$ cat src/rtl/tilt_pkg.sv
package tilt_pkg;

    // Sample and result field widths.
    localparam int IN_W    = 16;
    localparam int ROLL_W  = 16;
    localparam int PITCH_W = 15;

    // Magnitude path: squares, their sum, the scaled radicand and the root.
    localparam int PROD_W  = 31;
    localparam int SUM_W   = 32;
    localparam int FRAC_SH = 14;
    localparam int RAD_W   = SUM_W + 2 * FRAC_SH;
    localparam int ROOT_W  = RAD_W / 2;
    localparam int REM_W   = ROOT_W + 3;
    localparam int SIDE_W  = 3 * IN_W;

    // CORDIC operand and angle accumulator widths (angle in 2^-16 degree).
    localparam int OP_W     = 34;
    localparam int Z_W      = 27;
    localparam int ROUND_SH = 9;
    localparam int TAB_LEN  = 24;

    localparam int CORDIC_STEPS_DEF = 16;
    localparam int ROLL_MAX         = 23040;
    localparam int PITCH_MAX        = 11520;

    localparam logic signed [Z_W-1:0] HALF_TURN = Z_W'(11796480);

    // atan(2^-i) in units of 2^-16 degree, rounded.
    localparam logic signed [Z_W-1:0] ATAN_TAB [0:TAB_LEN-1] = '{
        Z_W'(2949120), Z_W'(1740967), Z_W'(919879), Z_W'(466945),
        Z_W'(234379),  Z_W'(117304),  Z_W'(58666),  Z_W'(29335),
        Z_W'(14668),   Z_W'(7334),    Z_W'(3667),   Z_W'(1833),
        Z_W'(917),     Z_W'(458),     Z_W'(229),    Z_W'(115),
        Z_W'(57),      Z_W'(29),      Z_W'(14),     Z_W'(7),
        Z_W'(4),       Z_W'(2),       Z_W'(1),      Z_W'(0)
    };

endpackage

$ cat src/rtl/tilt_isqrt.sv
module tilt_isqrt
    import tilt_pkg::*;
(
    input  logic              i_clk,
    input  logic              i_rst_n,
    input  logic              i_en,
    input  logic              i_valid,
    input  logic [SUM_W-1:0]  i_sum,
    input  logic [SIDE_W-1:0] i_side,
    output logic              o_valid,
    output logic [ROOT_W-1:0] o_root,
    output logic [SIDE_W-1:0] o_side
);

    // One result bit per stage: floor(sqrt(i_sum * 2^28)), restoring method.
    logic              r_valid [0:ROOT_W-1];
    logic [SUM_W-1:0]  r_sum   [0:ROOT_W-1];
    logic [REM_W-1:0]  r_rem   [0:ROOT_W-1];
    logic [ROOT_W-1:0] r_root  [0:ROOT_W-1];
    logic [SIDE_W-1:0] r_side  [0:ROOT_W-1];

    for (genvar s = 0; s < ROOT_W; s++) begin : g_step
        logic              w_valid_in;
        logic [SUM_W-1:0]  w_sum_in;
        logic [REM_W-1:0]  w_rem_in;
        logic [ROOT_W-1:0] w_root_in;
        logic [SIDE_W-1:0] w_side_in;
        logic [RAD_W-1:0]  w_rad;
        logic [REM_W-1:0]  w_cur;
        logic [REM_W-1:0]  w_trial;
        logic              w_ge;

        if (s == 0) begin : g_first
            assign w_valid_in = i_valid;
            assign w_sum_in   = i_sum;
            assign w_rem_in   = '0;
            assign w_root_in  = '0;
            assign w_side_in  = i_side;
        end else begin : g_next
            assign w_valid_in = r_valid[s-1];
            assign w_sum_in   = r_sum[s-1];
            assign w_rem_in   = r_rem[s-1];
            assign w_root_in  = r_root[s-1];
            assign w_side_in  = r_side[s-1];
        end

        // Bring down the next pair of radicand bits and try the new root bit.
        assign w_rad   = {w_sum_in, {(2 * FRAC_SH){1'b0}}};
        assign w_cur   = {w_rem_in[REM_W-3:0], w_rad[2 * (ROOT_W - 1 - s) +: 2]};
        assign w_trial = {1'b0, w_root_in, 2'b01};
        assign w_ge    = (w_cur >= w_trial);

        always_ff @(posedge i_clk) begin
            if (!i_rst_n) begin
                r_valid[s] <= 1'b0;
            end else if (i_en) begin
                r_valid[s] <= w_valid_in;
            end
        end

        always_ff @(posedge i_clk) begin
            if (i_en) begin
                r_sum[s]  <= w_sum_in;
                r_side[s] <= w_side_in;
                r_rem[s]  <= w_ge ? (w_cur - w_trial) : w_cur;
                r_root[s] <= {w_root_in[ROOT_W-2:0], w_ge};
            end
        end
    end

    assign o_valid = r_valid[ROOT_W-1];
    assign o_root  = r_root[ROOT_W-1];
    assign o_side  = r_side[ROOT_W-1];

endmodule

$ cat config.mk
export PLATFORM = sky130hd
export DESIGN_NAME = tilt_isqrt
export DESIGN_NICKNAME = d
export VERILOG_FILES = /design/src/rtl/tilt_pkg.sv /design/src/rtl/tilt_isqrt.sv
export SDC_FILE = /design/constraint.sdc
export NUM_CORES = 2
export LEC_CHECK = 0
export BUFFER_PORTS_ARGS = -buffer_cell sky130_fd_sc_hd__buf_2
export CAP_MARGIN = 20
export CORE_UTILIZATION = 30
export DETAILED_ROUTE_END_ITERATION = 10
export HOLD_SLACK_MARGIN = 0.15
export PLACE_DENSITY = 0.46
export SYNTH_ARGS = -nofsm -noshare
export SYNTH_HDL_FRONTEND = slang
export SYNTH_MEMORY_MAX_BITS = 65536
export SYNTH_SLANG_ARGS = --single-unit
$ cat constraint.sdc
create_clock -name i_clk -period 10.2 [get_ports i_clk]
set_input_delay 0.51 -clock i_clk [delete_from_list [all_inputs] [get_ports i_clk]]
set_output_delay 0.51 -clock i_clk [all_outputs]
set_load 0.02 [all_outputs]
Yosys cells after proc, flatten, opt, wreduce, memory -nomap -nowiden:

Memory sizes are Yosys's and may differ from the RTL's.
Cells that the tools add are included.

* add/subtract/negate cells: 30
* magnitude comparators: 30
* mux-type cells: 65
* bitwise logic cells: 30

Operator list (count)
* $mux W33: 30
* $ge A33 B32 Y1: 29
* $sub A33 B32 Y33: 29
* $mux W1: 35
* $or A1 B1 Y1: 30
* $sub A2 B1 Y3 const B: 1
* $ge A2 B1 Y1 const B: 1

* bits in registers: 0
* bits in writable memories: 4320
* input bits: 84
* output and inout port bits: 79
* memories: 5

Memories
* r_side: depth 30, bits a word 48, read ports 30, clocked after memory_dff 0, write ports 30, RTL line tilt_isqrt.sv:20 `logic [SIDE_W-1:0] r_side [0:ROOT_W-1];`
* r_rem: depth 30, bits a word 33, read ports 29, clocked after memory_dff 0, write ports 30, RTL line tilt_isqrt.sv:18 `logic [REM_W-1:0] r_rem [0:ROOT_W-1];`
* r_sum: depth 30, bits a word 32, read ports 29, clocked after memory_dff 0, write ports 30, RTL line tilt_isqrt.sv:17 `logic [SUM_W-1:0] r_sum [0:ROOT_W-1];`
* r_root: depth 30, bits a word 30, read ports 30, clocked after memory_dff 0, write ports 30, RTL line tilt_isqrt.sv:19 `logic [ROOT_W-1:0] r_root [0:ROOT_W-1];`
* r_valid: depth 30, bits a word 1, read ports 30, clocked after memory_dff 0, write ports 30, RTL line tilt_isqrt.sv:16 `logic r_valid [0:ROOT_W-1];`

Logic depth before layout (Yosys ltp):

* depth after elaboration: 4
* mapped depth: 14
* gate-level depth less buffers: 13

Worst setup path before layout:

No wires, ideal clock.

* path type: register -> register
* start point: memory r_rem[1][1] in the netlist's numbering
* end point: memory r_rem[1][54] in the netlist's numbering (data pin)
* library setup time: 0.260 ns
* arrival: 3.346 ns
* required time: 9.940 ns
* slack: 6.594 ns
* stages on the path, launching flop included: 12
* clock period less this slack: 3.606 ns
* cell sequence: edfxtp_1 ha_1 a211oi_1 nor2_1 o41a_1 o41ai_1 o31ai_1 a31oi_1 nor4b_1 buf_2 nor2_1 mux2_2

RTL lines (RTL line)
* start: declaration: tilt_isqrt.sv:18

==> out/metrics.csv <==
metric,value,unit
multi_input_area,31500,sq um
setup_ws,5.70,ns
hold_end,r_side[0][36],
rr_startpoint,r_rem[1][1],
max-slew-margin-rel,29.7,%
wl,225000,um
die-area,418000,sq um
met1_usage,12.9,%
ys.flop_type,edfxtp_1,
numPortBuffers,162,
crit_arrival,5.13,ns
fmax,222,MHz
clock_skew,0.0590,ns
power_leakage,0.0522,uW
overflow,0,
cts_setup_buffers,0,
slew_viol_final,0,
yosys_warnings,0,
cp_num_buf_inv,2,
rows,236,
hold_violations,0,
cts_made_buffers,343,
netlist_area,125000,sq um
regArea,90600,sq um
worstPathCellList,ha_1 > a211oi_1 > nor2_1 > o41a_1 > o41ai_1 > o31ai_1 > a31oi_1 > nor4b_2 > buf_4 > inv_1 > nand4b_1 > xnor2_1,
clk_pin_slew,0.06,ns
critPathMaxFanout,24,
grtUsageTotal,10.5,%
syn2layout_area_growth,15.9,%
grt_pass1_wl,359000,um
synth_edf_count,3017,
drt-pass1-iter-count,5,
fin_nets,9411,
dieHeight,647,um
ys_seq_area_share,72.6,%
clkLatencyLatePin,0.93,ns
path_class,reg2reg,
antenna_found_initial,2,
maxCapViolations,0,
grt_use_met3,2.12,%
busiest_layer,met2,
whs,0.297,ns
ys_seq_elements,3018,
hpwlAfterDp,148000,um
tns,0,ns
htreeDepth,5,
syn_inst,8331,
root_buffer,clkbuf_16,
postRouteAntennaNets,0,
finalSetupViolations,0,
endpoint_kind,flop,
syn_nets,8897,
gp_congestion,0.828,
viasPerCell,4.49,
clkSinkCount,3018,
grt_use_met2,18.1,%
drc_errors,0,
wl_per_cell,15.4,um
ff2ff_path_depth,12,
reg2reg_slack,5.70,ns
fill_cells,39171,
hold_depth,2,
ys_types,90,
hold_path_class,in2reg,
cts_buffer_depth,4,
drive_gt1_share,9.49,%
reg2reg_to,r_rem[1][60],
hold_start,i_side[36],
pre_cts_ws,5.69,ns
drt_iter0_drc,4159,
cts_tree,built,
vdd_ir_drop_max,0.000174,V
async_reset_ff_share,0,%
floorplan.die.width,647,um
start_kind,flop,
dr_total_vias,65482,
grt_pass1_vias,66685,
critical-path-max-stage-delay,0.59,ns
critical-path-slowest-cell,o41ai_1,
outcome,"complete, no violations",
grt_max_degree,183,
syn_avg_cell_area,15.0,sq um
rsz0062_at_grt,false,
cpLargestDelayFamily,compound AO/OA/AOI/OAI gates,
tightest_slew,1.05,ns
io_pins,163,
powerDensity,226,nW/um^2
min_period,4.50,ns
core_area,414000,sq um
worstPathRequired,10.84,ns
fin_crit_sh,44.1,%
initial_core_util,30.2,%
[kinds of logic (layout without fill, tap and decap cells)]
family	Yosys count	in the layout	share of synthesized area [%]
adder cells (fa/ha/maj)	482	482	4.91
AO/OA/AOI/OAI	1455	1455	7.25
multiplexers	99	99	0.883
AND/OR/NAND/NOR	1888	1888	7.49
XOR/XNOR	657	657	4.61
buffers and inverters	731	1519	2.22
flip-flops	3018	3018	72.6
other	1	6	0.00301
[layout by cell type (no fill, tap or decap), drive strengths merged, types with 57 or more instances in the layout]
master	count
nand3	108
mux2	88
clkinv	141
xor2	332
o21a	103
nor3	179
ha	469
nor2b	67
edfxtp	3017
nor4	96
clkbuf	422
or3	73
or4	57
a21oi	419
buf	217
o21ai	417
nand2	493
nor2	456
a21o	152
dlygate4sd3	85
xnor2	325
nand2b	104
inv	603
[power by group]
group	switching, uW	total [uW]	internal, uW
sequential	701	16000	15300
clock	4990	12200	7210
combinational	2640	4570	1920
[worst reg2reg max path: cells and delay by family, from the launching register on]
family                     cells  cell delay [ns]
AOI/OAI and AO/OA              5             1.96
buffers and inverters          2             0.72
and+or+nand+nor                3             0.69
DFF                            1             0.44
adders and majority gates      1             0.34
xor gates and xnor gates       1             0.09
[layout make-up]
class | count | share of cell area, %
Clock inverter | 198 | 1.50
Sequential cell | 3018 | 62.7
Antenna cell | 5 | 0.00865
Inverter | 597 | 1.55
Tap cell | 5474 | 4.74
Timing Repair Buffer | 303 | 1.58
Multi-Input combinational cell | 4582 | 21.7
Clock buffer | 421 | 6.23
[registers in the layout, summed over array words and instances, names as in the netlist]
name     flops
r_valid     30
r_side    1440
r_rem      857
r_root     451
r_sum      240
[repair_timing]
action / CTS / global route
endpoints found under the hold margin: 159 / 0
resized for setup: 0 / 0
hold buffers: 85 / 0
[Yosys cell counts, types with 108 or more instances]
cell | number | share of area [%]
a21o_1 | 152 | 0.91
a21oi_1 | 419 | 1.7
clkbuf_1 | 122 | 0.37
edfxtp_1 | 3017 | 73
ha_1 | 469 | 4.7
inv_1 | 595 | 1.8
nand2_1 | 493 | 1.5
nand3_1 | 108 | 0.43
nor2_1 | 456 | 1.4
nor3_1 | 179 | 0.72
o21ai_0 | 415 | 1.7
xnor2_1 | 325 | 2.3
xor2_1 | 332 | 2.3
[through the flow]
step / instance area [sq um] / instances / utilization, % / power, uW
3_3_place_gp: 133000 / 13887 / 32.0 / 20600
4_1_cts: 145000 / 14592 / 35.0 / 33300
6_report: 145000 / 14598 / 35.0 / 32700
3_5_place_dp: 133000 / 13888 / 32.0 / 20800
5_1_grt: 145000 / 14595 / 35.0 / 34400
2_1_floorplan: 125000 / 8331 / - / 19200
[worst max-delay path by stage]
stage                      start           end  slack [ns]  cells past startpoint
detailed placement   r_rem[1][1]  r_rem[1][60]        5.69                     12
CTS                  r_rem[1][1]  r_rem[1][60]        5.67                     12
global route         r_rem[1][1]  r_rem[1][60]        5.36                     12
floorplan            r_rem[1][1]  r_rem[1][54]        6.59                     11
global placement    r_root[1][1]  r_rem[1][39]        5.58                     13
finish               r_rem[1][1]  r_rem[1][60]        5.70                     12
[metal layers]
| layer | vias to the layer above | routed length (um) |
|---|---|---|
| li1 | 32282 | - |
| met1 | 31694 | 98700 |
| met2 | 1041 | 109000 |
| met3 | 465 | 9630 |
| met4 | 0 | 7830 |
| met5 | - | 0 |
No activity file was read; power rests on OpenSTA's default activity.
